`config.mk`:
```
export PLATFORM = sky130hd
export DESIGN_NAME = dual_servo_command_controller
export DESIGN_NICKNAME = d
export VERILOG_FILES = /design/src/rtl/dscc_pkg.sv /design/src/rtl/dual_servo_command_controller.sv /design/src/rtl/dscc_fifo.sv /design/src/rtl/dscc_front.sv /design/src/rtl/dscc_back.sv
export SDC_FILE = /design/constraint.sdc
export NUM_CORES = 1
export LEC_CHECK = 0
export BUFFER_PORTS_ARGS = -buffer_cell sky130_fd_sc_hd__buf_2
export CAP_MARGIN = 20
export CORE_AREA = 8 8 299 301
export CTS_CLUSTER_SIZE = 28
export DETAILED_ROUTE_END_ITERATION = 10
export DIE_AREA = 0 0 307 309
export PLACE_DENSITY = 0.65
export RECOVER_POWER = 50
export REMOVE_ABC_BUFFERS = 1
export SETUP_SLACK_MARGIN = 0.15
export SLEW_MARGIN = 30
export SYNTH_ARGS = -nofsm -noshare
export SYNTH_HDL_FRONTEND = slang
export SYNTH_HIERARCHICAL = 1
export SYNTH_SLANG_ARGS = --single-unit
```
`constraint.sdc`:
```
create_clock -name i_clk -period 11.22 [get_ports i_clk]
set_input_delay 1.122 -clock i_clk [delete_from_list [all_inputs] [get_ports i_clk]]
set_output_delay 1.122 -clock i_clk [all_outputs]
set_load 0.02 [all_outputs]
```
`src/rtl/dscc_pkg.sv`:
```
// Shared types, codes and constants of the dual servo command controller.
package dscc_pkg;

    localparam int DUTY_BITS_DEF = 13;
    localparam int SERVO_COUNT   = 2;
    localparam int SERVO_W       = $clog2(SERVO_COUNT);
    localparam int MID_DEPTH_DEF = 4;
    localparam int OUT_DEPTH_DEF = 4;

    localparam int ANGLE_W    = 13;
    localparam int DUR_W      = 16;
    localparam int TRIM_W     = 11;
    localparam int CNT_W      = 18;
    localparam int CFG_IDX_W  = 3;
    localparam int CFG_DATA_W = 16;
    localparam int CLAMP_W    = 11;
    localparam int PULSE_W    = 12;

    localparam int FULL_TENTHS   = 1800;
    localparam int PULSE_MIN_US  = 500;
    localparam int PERIOD_US     = 20000;
    localparam int TIMEOUT_RESET = 1000;

    // floor(v/9) for v = a*10 as (a * 72810) >> 16, one correction step after
    localparam int DIV9_MUL   = 72810;
    localparam int DIV9_SHIFT = 16;
    // floor(x/20000) as (x * floor(2^32/20000)) >> 32, one correction step after
    localparam int  RECIP_SHIFT = 32;
    localparam longint RECIP_MUL = (64'd1 << RECIP_SHIFT) / PERIOD_US;

    localparam logic [1:0] FUNC_SINGLE = 2'd0;
    localparam logic [1:0] FUNC_SYNC   = 2'd1;
    localparam logic [1:0] FUNC_TICK   = 2'd2;

    localparam logic [1:0] JOB_SINGLE = 2'd0;
    localparam logic [1:0] JOB_SYNC   = 2'd1;
    localparam logic [1:0] JOB_OFF    = 2'd2;

    localparam logic [CFG_IDX_W-1:0] REG_TRIM_LEFT    = 3'd0;
    localparam logic [CFG_IDX_W-1:0] REG_TRIM_RIGHT   = 3'd1;
    localparam logic [CFG_IDX_W-1:0] REG_INV_LEFT     = 3'd2;
    localparam logic [CFG_IDX_W-1:0] REG_INV_RIGHT    = 3'd3;
    localparam logic [CFG_IDX_W-1:0] REG_IDLE_TIMEOUT = 3'd4;

    typedef struct packed {
        logic [1:0]                kind;
        logic [SERVO_W-1:0]        servo;
        logic signed [ANGLE_W-1:0] a1;
        logic signed [ANGLE_W-1:0] a2;
        logic [DUR_W-1:0]          dur;
    } t_job;

    typedef struct packed {
        logic               is_event;
        logic [SERVO_W-1:0] servo;
        logic [DUR_W-1:0]   fade;
        logic               last;
    } t_tag;

    typedef struct packed {
        logic signed [TRIM_W-1:0] trim_left;
        logic signed [TRIM_W-1:0] trim_right;
        logic                     inv_left;
        logic                     inv_right;
    } t_cfg;

    typedef struct packed {
        logic             supply_on;
        logic [CNT_W-1:0] countdown;
    } t_front_stat;

endpackage

```
`src/rtl/dual_servo_command_controller.sv`:
```
// Path: a command passes the job queue, the registered duty pipeline and the result queue
//   before it shows on the output; the second servo of a synchronous move follows the first.
// Throughput: one input transaction per cycle while the job queue has room; a
//   synchronous move issues into the duty pipeline once per servo.
// Reset: synchronous, active low; clears queues, pipeline valids, supply state and
//   loads the configuration defaults (trims 0, no inversion, 1000 ms idle timeout).
module dual_servo_command_controller import dscc_pkg::*; #(
    parameter int DUTY_BITS = DUTY_BITS_DEF,
    parameter int MID_DEPTH = MID_DEPTH_DEF,
    parameter int OUT_DEPTH = OUT_DEPTH_DEF
) (
    input  logic                      i_clk,
    input  logic                      i_rst_n,
    // command side
    input  logic                      push,
    output logic                      full,
    input  logic [1:0]                i_func,
    input  logic [SERVO_W-1:0]        i_servo_index,
    input  logic signed [ANGLE_W-1:0] i_angle_first,
    input  logic signed [ANGLE_W-1:0] i_angle_second,
    input  logic [DUR_W-1:0]          i_duration_ms,
    // result side
    output logic                      empty,
    input  logic                      pop,
    output logic                      o_event_kind,
    output logic [SERVO_W-1:0]        o_out_servo,
    output logic [DUTY_BITS-1:0]      o_duty,
    output logic [DUR_W-1:0]          o_fade_ms,
    output logic                      o_power_enable,
    output logic                      o_last,
    // configuration writes
    input  logic                      i_cfg_valid,
    output logic                      o_cfg_ready,
    input  logic [CFG_IDX_W-1:0]      i_cfg_index,
    input  logic [CFG_DATA_W-1:0]     i_cfg_data
);

    localparam int RES_W = 1 + SERVO_W + DUTY_BITS + DUR_W + 2;
    localparam int JOB_W = $bits(t_job);

    // configuration registers
    logic signed [TRIM_W-1:0] r_trim_left, r_trim_right;
    logic                     r_inv_left, r_inv_right;
    logic [DUR_W-1:0]         r_idle_timeout;
    t_cfg                     s_cfg;

    logic        s_accept;
    logic        s_job_push, s_job_pop, s_mid_full, s_mid_empty;
    t_job        s_job_in, s_job_head;
    logic [JOB_W-1:0] s_job_head_bits;
    t_front_stat s_stat;

    logic             s_res_push, s_res_full;
    logic [RES_W-1:0] s_res_in, s_res_out;

    // Config port never stalls; the user must make writes only while the block is idle (not enforced here).
    assign o_cfg_ready = 1'b1;

    always_ff @(posedge i_clk) begin
        if (!i_rst_n) begin
            r_trim_left    <= '0;
            r_trim_right   <= '0;
            r_inv_left     <= 1'b0;
            r_inv_right    <= 1'b0;
            r_idle_timeout <= DUR_W'(TIMEOUT_RESET);
        end else if (i_cfg_valid && o_cfg_ready) begin
            case (i_cfg_index)
                REG_TRIM_LEFT:    r_trim_left    <= i_cfg_data[TRIM_W-1:0];
                REG_TRIM_RIGHT:   r_trim_right   <= i_cfg_data[TRIM_W-1:0];
                REG_INV_LEFT:     r_inv_left     <= i_cfg_data[0];
                REG_INV_RIGHT:    r_inv_right    <= i_cfg_data[0];
                REG_IDLE_TIMEOUT: r_idle_timeout <= i_cfg_data[DUR_W-1:0];
                default: begin
                end
            endcase
        end
    end

    assign s_cfg.trim_left  = r_trim_left;
    assign s_cfg.trim_right = r_trim_right;
    assign s_cfg.inv_left   = r_inv_left;
    assign s_cfg.inv_right  = r_inv_right;

    // A transaction is taken whenever the job queue has room, ticks included.
    assign full     = s_mid_full;
    assign s_accept = push && !full;

    dscc_front u_front (
        .i_clk          (i_clk),
        .i_rst_n        (i_rst_n),
        .i_accept       (s_accept),
        .i_func         (i_func),
        .i_servo_index  (i_servo_index),
        .i_angle_first  (i_angle_first),
        .i_angle_second (i_angle_second),
        .i_duration_ms  (i_duration_ms),
        .i_idle_timeout (r_idle_timeout),
        .o_job_push     (s_job_push),
        .o_job          (s_job_in),
        .o_stat         (s_stat)
    );

    // Job queue decouples command intake from duty computation.
    dscc_fifo #(
        .WIDTH (JOB_W),
        .DEPTH (MID_DEPTH)
    ) u_mid_fifo (
        .i_clk   (i_clk),
        .i_rst_n (i_rst_n),
        .i_push  (s_job_push),
        .i_data  (s_job_in),
        .o_full  (s_mid_full),
        .i_pop   (s_job_pop),
        .o_empty (s_mid_empty),
        .o_data  (s_job_head_bits)
    );

    assign s_job_head = t_job'(s_job_head_bits);

    dscc_back #(
        .DUTY_BITS (DUTY_BITS)
    ) u_back (
        .i_clk       (i_clk),
        .i_rst_n     (i_rst_n),
        .i_job       (s_job_head),
        .i_job_empty (s_mid_empty),
        .o_job_pop   (s_job_pop),
        .i_cfg       (s_cfg),
        .i_res_full  (s_res_full),
        .o_res_push  (s_res_push),
        .o_res_data  (s_res_in)
    );

    // Result queue: holds finished results while the consumer stalls.
    dscc_fifo #(
        .WIDTH (RES_W),
        .DEPTH (OUT_DEPTH)
    ) u_out_fifo (
        .i_clk   (i_clk),
        .i_rst_n (i_rst_n),
        .i_push  (s_res_push),
        .i_data  (s_res_in),
        .o_full  (s_res_full),
        .i_pop   (pop),
        .o_empty (empty),
        .o_data  (s_res_out)
    );

    // Unpack: event kind, servo, duty, fade, power, last (msb first).
    assign o_event_kind   = s_res_out[RES_W-1];
    assign o_out_servo    = s_res_out[RES_W-2 -: SERVO_W];
    assign o_duty         = s_res_out[DUR_W + 2 +: DUTY_BITS];
    assign o_fade_ms      = s_res_out[2 +: DUR_W];
    assign o_power_enable = s_res_out[1];
    assign o_last         = s_res_out[0];

`ifndef ASSERT_OFF
    a_move_powers_on: assert property (@(posedge i_clk) disable iff (!i_rst_n)
        (s_accept && (i_func == FUNC_SINGLE || i_func == FUNC_SYNC))
        |=> s_stat.supply_on)
        else $error("supply not on after a move");

    a_timer_matches_supply: assert property (@(posedge i_clk) disable iff (!i_rst_n)
        s_stat.supply_on == (s_stat.countdown != '0))
        else $error("supply state and countdown disagree");

    a_off_event_fields: assert property (@(posedge i_clk) disable iff (!i_rst_n)
        (!empty && o_event_kind) |-> (!o_power_enable && o_duty == '0 && o_last))
        else $error("malformed power-off event");

    a_no_push_when_full: assert property (@(posedge i_clk) disable iff (!i_rst_n)
        s_res_push |-> !s_res_full)
        else $error("result pushed into full queue");
`endif

endmodule

```
`src/rtl/dscc_fifo.sv`:
```
// Small register queue used between front and back and on the result side.
module dscc_fifo #(
    parameter int WIDTH = 8,
    parameter int DEPTH = 4
) (
    input  logic             i_clk,
    input  logic             i_rst_n,
    input  logic             i_push,
    input  logic [WIDTH-1:0] i_data,
    output logic             o_full,
    input  logic             i_pop,
    output logic             o_empty,
    output logic [WIDTH-1:0] o_data
);

    localparam int PW = (DEPTH > 1) ? $clog2(DEPTH) : 1;
    localparam int CW = $clog2(DEPTH + 1);

    logic [WIDTH-1:0] r_mem [DEPTH];
    logic [PW-1:0]    r_wp, r_rp, n_wp, n_rp;
    logic [CW-1:0]    r_cnt, n_cnt;
    logic             s_do_push, s_do_pop;

    assign o_full    = (r_cnt == CW'(DEPTH));
    assign o_empty   = (r_cnt == '0);
    assign s_do_push = i_push && !o_full;
    assign s_do_pop  = i_pop && !o_empty;
    assign o_data    = r_mem[r_rp];

    always_comb begin
        n_wp  = r_wp;
        n_rp  = r_rp;
        n_cnt = r_cnt;
        if (s_do_push) begin
            n_wp = (r_wp == PW'(DEPTH - 1)) ? '0 : r_wp + 1'b1;
        end
        if (s_do_pop) begin
            n_rp = (r_rp == PW'(DEPTH - 1)) ? '0 : r_rp + 1'b1;
        end
        if (s_do_push && !s_do_pop) begin
            n_cnt = r_cnt + 1'b1;
        end else if (s_do_pop && !s_do_push) begin
            n_cnt = r_cnt - 1'b1;
        end
    end

    always_ff @(posedge i_clk) begin
        if (!i_rst_n) begin
            r_wp  <= '0;
            r_rp  <= '0;
            r_cnt <= '0;
        end else begin
            r_wp  <= n_wp;
            r_rp  <= n_rp;
            r_cnt <= n_cnt;
        end
    end

    always_ff @(posedge i_clk) begin
        if (s_do_push) begin
            r_mem[r_wp] <= i_data;
        end
    end

endmodule

```
`src/rtl/dscc_front.sv`:
```
// Front end: takes commands and ticks, keeps the supply timer, queues jobs.
module dscc_front import dscc_pkg::*; (
    input  logic                      i_clk,
    input  logic                      i_rst_n,
    input  logic                      i_accept,
    input  logic [1:0]                i_func,
    input  logic [SERVO_W-1:0]        i_servo_index,
    input  logic signed [ANGLE_W-1:0] i_angle_first,
    input  logic signed [ANGLE_W-1:0] i_angle_second,
    input  logic [DUR_W-1:0]          i_duration_ms,
    input  logic [DUR_W-1:0]          i_idle_timeout,
    output logic                      o_job_push,
    output t_job                      o_job,
    output t_front_stat               o_stat
);

    logic             r_supply_on, n_supply_on;
    logic [CNT_W-1:0] r_countdown, n_countdown;
    logic [DUR_W-1:0] s_dur_eff;

    assign s_dur_eff = (i_duration_ms == '0) ? DUR_W'(1) : i_duration_ms;

    always_comb begin
        n_supply_on   = r_supply_on;
        n_countdown   = r_countdown;
        o_job_push    = 1'b0;
        o_job.kind    = JOB_SINGLE;
        o_job.servo   = i_servo_index;
        o_job.a1      = i_angle_first;
        o_job.a2      = i_angle_second;
        o_job.dur     = i_duration_ms;
        if (i_accept) begin
            case (i_func)
                FUNC_SINGLE, FUNC_SYNC: begin
                    n_supply_on = 1'b1;
                    n_countdown = CNT_W'(s_dur_eff) + CNT_W'(i_idle_timeout);
                    o_job_push  = 1'b1;
                    o_job.kind  = (i_func == FUNC_SYNC) ? JOB_SYNC : JOB_SINGLE;
                end
                FUNC_TICK: begin
                    if (r_supply_on) begin
                        if (r_countdown <= CNT_W'(1)) begin
                            // expire: drop supply and report it on servo 0
                            n_countdown = '0;
                            n_supply_on = 1'b0;
                            o_job_push  = 1'b1;
                            o_job.kind  = JOB_OFF;
                            o_job.servo = SERVO_W'(0);
                        end else begin
                            n_countdown = r_countdown - 1'b1;
                        end
                    end
                end
                default: begin
                end
            endcase
        end
    end

    always_ff @(posedge i_clk) begin
        if (!i_rst_n) begin
            r_supply_on <= 1'b0;
            r_countdown <= '0;
        end else begin
            r_supply_on <= n_supply_on;
            r_countdown <= n_countdown;
        end
    end

    assign o_stat.supply_on = r_supply_on;
    assign o_stat.countdown = r_countdown;

endmodule

```
`src/rtl/dscc_back.sv`:
```
// Back end: expands jobs into results and runs the angle to duty pipeline.
module dscc_back import dscc_pkg::*; #(
    parameter int DUTY_BITS = DUTY_BITS_DEF
) (
    input  logic       i_clk,
    input  logic       i_rst_n,
    input  t_job       i_job,
    input  logic       i_job_empty,
    output logic       o_job_pop,
    input  t_cfg       i_cfg,
    input  logic       i_res_full,
    output logic       o_res_push,
    output logic [1 + SERVO_W + DUTY_BITS + DUR_W + 1:0] o_res_data
);

    localparam int XW   = PULSE_W + DUTY_BITS;
    localparam int PRW  = DUTY_BITS + RECIP_SHIFT;
    localparam int V10W = 15;
    localparam int P9W  = 28;
    localparam logic signed [15:0] FULL_S = 16'(FULL_TENTHS);

    logic s_en, s_issue, s_sync, s_first_half;
    logic r_half;

    logic r_v1, r_v2, r_v3, r_v4;
    t_tag s_tag0, r_tag1, r_tag2, r_tag3, r_tag4;

    logic signed [ANGLE_W-1:0] s_ang_sel;
    logic signed [15:0]        s_ang_in, s_ang_m, s_ang_f, s_ang_t, s_trim;
    logic                      s_inv;
    logic [CLAMP_W-1:0]        s_ang_c, r_ang;

    logic [P9W-1:0]     s_prod9;
    logic [CLAMP_W-1:0] r_q9;
    logic [V10W-1:0]    r_v10, s_rem9;
    logic [PULSE_W-1:0] r_pulse;

    logic [XW-1:0]        s_x, r_x;
    logic [PRW-1:0]       s_prodr;
    logic [DUTY_BITS-1:0] r_dq, s_duty;
    logic [XW:0]          s_qm, s_remr;

    // pipeline moves unless the last stage holds a result the queue cannot take
    assign s_en         = !r_v4 || !i_res_full;
    assign s_sync       = (i_job.kind == JOB_SYNC);
    assign s_first_half = s_sync && !r_half;
    assign s_issue      = s_en && !i_job_empty;
    assign o_job_pop    = s_issue && !s_first_half;

    always_comb begin
        s_tag0.is_event = (i_job.kind == JOB_OFF);
        s_tag0.servo    = s_sync ? SERVO_W'(r_half) : i_job.servo;
        s_tag0.fade     = s_tag0.is_event ? '0 : i_job.dur;
        s_tag0.last     = !s_first_half;
    end

    // mirror, invert (cross-assigned flags), trim, clamp
    always_comb begin
        s_ang_sel = (s_sync && r_half) ? i_job.a2 : i_job.a1;
        s_ang_in  = {{(16 - ANGLE_W){s_ang_sel[ANGLE_W-1]}}, s_ang_sel};
        s_ang_m   = s_tag0.servo[0] ? (FULL_S - s_ang_in) : s_ang_in;
        s_inv     = s_tag0.servo[0] ? i_cfg.inv_left : i_cfg.inv_right;
        s_ang_f   = s_inv ? (FULL_S - s_ang_m) : s_ang_m;
        s_trim    = s_tag0.servo[0] ?
                    {{(16 - TRIM_W){i_cfg.trim_right[TRIM_W-1]}}, i_cfg.trim_right} :
                    {{(16 - TRIM_W){i_cfg.trim_left[TRIM_W-1]}}, i_cfg.trim_left};
        s_ang_t   = s_ang_f + s_trim;
        if (s_ang_t < 16'sd0) begin
            s_ang_c = '0;
        end else if (s_ang_t > FULL_S) begin
            s_ang_c = CLAMP_W'(FULL_TENTHS);
        end else begin
            s_ang_c = s_ang_t[CLAMP_W-1:0];
        end
    end

    assign s_prod9 = P9W'(r_ang) * P9W'(DIV9_MUL);
    assign s_rem9  = r_v10 - V10W'(r_q9) * V10W'(9);
    assign s_x     = (XW'(r_pulse) << DUTY_BITS) - XW'(r_pulse);
    assign s_prodr = PRW'(s_x) * PRW'(RECIP_MUL);
    assign s_qm    = (XW + 1)'(r_dq) * (XW + 1)'(PERIOD_US);
    assign s_remr  = {1'b0, r_x} - s_qm;
    assign s_duty  = r_dq + DUTY_BITS'(s_remr >= (XW + 1)'(PERIOD_US));

    always_ff @(posedge i_clk) begin
        if (!i_rst_n) begin
            r_half <= 1'b0;
            r_v1   <= 1'b0;
            r_v2   <= 1'b0;
            r_v3   <= 1'b0;
            r_v4   <= 1'b0;
        end else if (s_en) begin
            if (s_issue) begin
                r_half <= s_first_half;
            end
            r_v1 <= s_issue;
            r_v2 <= r_v1;
            r_v3 <= r_v2;
            r_v4 <= r_v3;
        end
    end

    always_ff @(posedge i_clk) begin
        if (s_en) begin
            r_tag1  <= s_tag0;
            r_ang   <= s_ang_c;
            r_tag2  <= r_tag1;
            r_q9    <= s_prod9[DIV9_SHIFT +: CLAMP_W];
            r_v10   <= V10W'(r_ang) * V10W'(10);
            r_tag3  <= r_tag2;
            r_pulse <= PULSE_W'(PULSE_MIN_US) + PULSE_W'(r_q9)
                       + PULSE_W'(s_rem9 >= V10W'(9));
            r_tag4  <= r_tag3;
            r_x     <= s_x;
            r_dq    <= s_prodr[RECIP_SHIFT +: DUTY_BITS];
        end
    end

    assign o_res_push = r_v4 && !i_res_full;
    assign o_res_data = {r_tag4.is_event, r_tag4.servo,
                         r_tag4.is_event ? DUTY_BITS'(0) : s_duty,
                         r_tag4.fade, !r_tag4.is_event, r_tag4.last};

endmodule

```
==> results summary <==
In this run the clock root is driven by a sky130_fd_sc_hd__clkbuf_16. The worst slew margin relative to its limit came out at -174%. The via count of the first global-routing pass is 23284. Timing would allow up to 114 MHz. The number of standard-cell rows in the floorplan is 107. The post-CTS setup buffer count is 0. Across every metal layer, demand over resource in global routing totals 16.6%.

The critical path's slowest cell is sky130_fd_sc_hd__edfxtp_1. The number of slew-limit violations in the final report is 242. The worst path needs 8.75 ns of the cycle, external delays included.

The x dimension of the die came out at 307 um. The cell that appears most often on the critical path is sky130_fd_sc_hd__fa_1. The min-delay analysis places its worst path in the category reg -> reg. For the final database, setup skew stands at 0.0237 ns. The critical path in this run is classified as reg -> reg. The clock-pin slew on the worst setup and hold paths came out at 0.06 ns.

After detailed routing, the number of remaining DRC violations is 0. The critical path capture point type is a register. The run finished, with violations left. Yosys printed 6 warnings. For the pin with the worst max-slew slack, the measured transition is 4.12 ns.

The first global-routing pass estimated 127000 um of wire. After detailed routing, the total wire length is 78500 um. Setup repair after global routing left no endpoint under its margin. The multi-input combinational cell area is 0.0195 sq mm. After detailed routing, the average wire length per cell comes to 18.0 um. Of all nets on the critical path, the largest fanout is 10.

The area taken by flip-flops and latches came out at 0.0157 sq mm. The count of hold-fix buffers inserted at cts is 0. The setup total negative slack is 0 ns. The iteration count of the initial detailed-routing pass came out at 5. The number of I/O port buffers is 103. At the end of routability-driven placement, the weighted congestion stood at 0.903. In this run the remaining antenna-violating nets after routing total 0.

In this run the cell area of the synthesized design comes to 0.0377 sq mm. The fill cell total of the finished layout came out at 7571. The number of hold violations in the final report is 0. The pin count of the biggest net entering global routing came out at 100.

The type of origin of the critical path is a register. The number of violations reported at the end of detailed-routing iteration 0 is 1525. The number of gates resized after CTS is 0. The final route contains 22786 vias. Summed over all nets, the half-perimeter wirelength after detailed placement is 59700 um. The initial core utilization is 44.6%. The total clock sinks came out at 549.

For this run, the post-layout net count is 3880. The checks that failed: max-capacitance violations, max-slew violations. The biggest cell delay along the critical path came out at 0.59 ns. The number of levels the H-tree was split into came out at 2.

The area of the core region came out at 0.0846 sq mm. The clock tree from TritonCTS is built. The area of the die is 0.0949 sq mm.

The gate count after technology mapping is 3099. The count of pins on the block boundary came out at 105. The post-synthesis area per instance came out at 12.2 sq um. Of the cells placed in the final design, the portion with a size suffix greater than 1 is 8.85%. The worst-skew pair later-pin latency is 0.62 ns. From synthesis to final layout, the design area changed by 8.57%. The utilization after layout is 48.4%. Setup violations remaining at the end of the flow were counted as 0.

The worst path uses 78.0% of the clock period. The count of max-cap constraint violations came out at 3. In the routed layout, each cell is associated on average with a via count of 5.22. The total overflow left after global routing is 0. The floorplan step set the die height to 309 um. The number of antenna violations at the first check in global routing came to 7. The number of clock buffers added by TritonCTS is 58. The data required time at the worst endpoint is 11.61 ns. The data arrival time of the critical path is 9.15 ns. The maximum buffer depth of the clock tree came out at 3.
-- layout make-up --
type	count	area share [%]
inverter	470	4.31
antenna	7	0.0428
sequential	549	38.3
tap	1144	3.50
clock inverter	28	0.700
clock buffer	80	4.13
timing repair buffer	120	1.41
multi-input combinational	1963	47.7
-- worst max-delay path: cells and delay by family (launching register included) --
kind            cells  cell delay, ns
compound gates      6            1.53
flops               1            0.59
simple gates        9            2.14
buf+inv             4            0.52
xor+xnor            1            0.33
fa+ha+maj           8            3.45
-- placed cells by master, fill, tap and decap left out, types with 16 or more instances in the layout --
cell / instances
sky130_fd_sc_hd__o21ai_0: 95
sky130_fd_sc_hd__o21a_1: 26
sky130_fd_sc_hd__clkbuf_1: 58
sky130_fd_sc_hd__clkbuf_16: 63
sky130_fd_sc_hd__nor2b_1: 44
sky130_fd_sc_hd__nor3_1: 54
sky130_fd_sc_hd__nand3_1: 47
sky130_fd_sc_hd__nand2b_1: 21
sky130_fd_sc_hd__buf_2: 61
sky130_fd_sc_hd__nor4_1: 18
sky130_fd_sc_hd__xnor2_1: 76
sky130_fd_sc_hd__a211oi_1: 16
sky130_fd_sc_hd__o31ai_1: 19
sky130_fd_sc_hd__fa_1: 240
sky130_fd_sc_hd__a21oi_1: 102
sky130_fd_sc_hd__ha_1: 409
sky130_fd_sc_hd__inv_1: 470
sky130_fd_sc_hd__edfxtp_1: 467
sky130_fd_sc_hd__dfxtp_1: 80
sky130_fd_sc_hd__mux2i_1: 66
sky130_fd_sc_hd__mux4_2: 70
sky130_fd_sc_hd__nand2_1: 192
sky130_fd_sc_hd__nor2_1: 120
sky130_fd_sc_hd__xor2_1: 44
sky130_fd_sc_hd__and2_1: 26
sky130_fd_sc_hd__a21o_1: 26
-- layer usage --
| metal | vias to the layer above | global-route usage, % | wire length (um) |
|---|---|---|---|
| li1 | 11025 | - | - |
| met1 | 11195 | 22.0 | 35200 |
| met2 | 451 | 28.3 | 37500 |
| met3 | 113 | 2.99 | 4030 |
| met4 | 2 | 4.03 | 1770 |
| met5 | - | 0 | 12 |
-- flip-flops by register name (all words and copies together) (netlist names), 12 cells and up, named ones only --
register	count
u_mid_fifo/r_mem	180
u_out_fifo/r_mem	132
u_back/r_x	20
u_back/o_res_data	19
u_back/r_tag1	19
u_back/r_tag2	19
u_back/r_tag3	19
u_front/r_countdown	18
r_idle_timeout	16
u_back/r_v10	14
u_back/r_pulse	12
-- through the flow --
| stage | hold slack [ns] | instances | cell area [sq um] | setup WS (ns) |
|---|---|---|---|---|
| CTS | 0.419 | 4354 | 41000 | 2.52 |
| finish | 0.417 | 4361 | 41000 | 2.47 |
| global route | 0.423 | 4355 | 40900 | 1.89 |
| detailed placement | 0.405 | 4246 | 39000 | 2.53 |
| global placement | 0.403 | 4246 | 39000 | 2.70 |
| floorplan | 0.400 | 2982 | 36900 | 2.63 |
-- worst paths after layout --
check	startpoint	endpoint	slack (ns)	cells after the start
hold reg to reg	u_back/r_tag3[17]	u_back/o_res_data[31]	0.42	0
setup / recovery	u_back/r_pulse[0]	u_back/r_dq[9]	2.47	28
hold / removal	u_back/r_tag3[17]	u_back/o_res_data[31]	0.42	0
setup reg to reg	u_back/r_pulse[0]	u_back/r_dq[9]	2.47	28
Power is not shown: default switching activity piles up to over one toggle a cycle in this logic, so the estimate is an artifact.
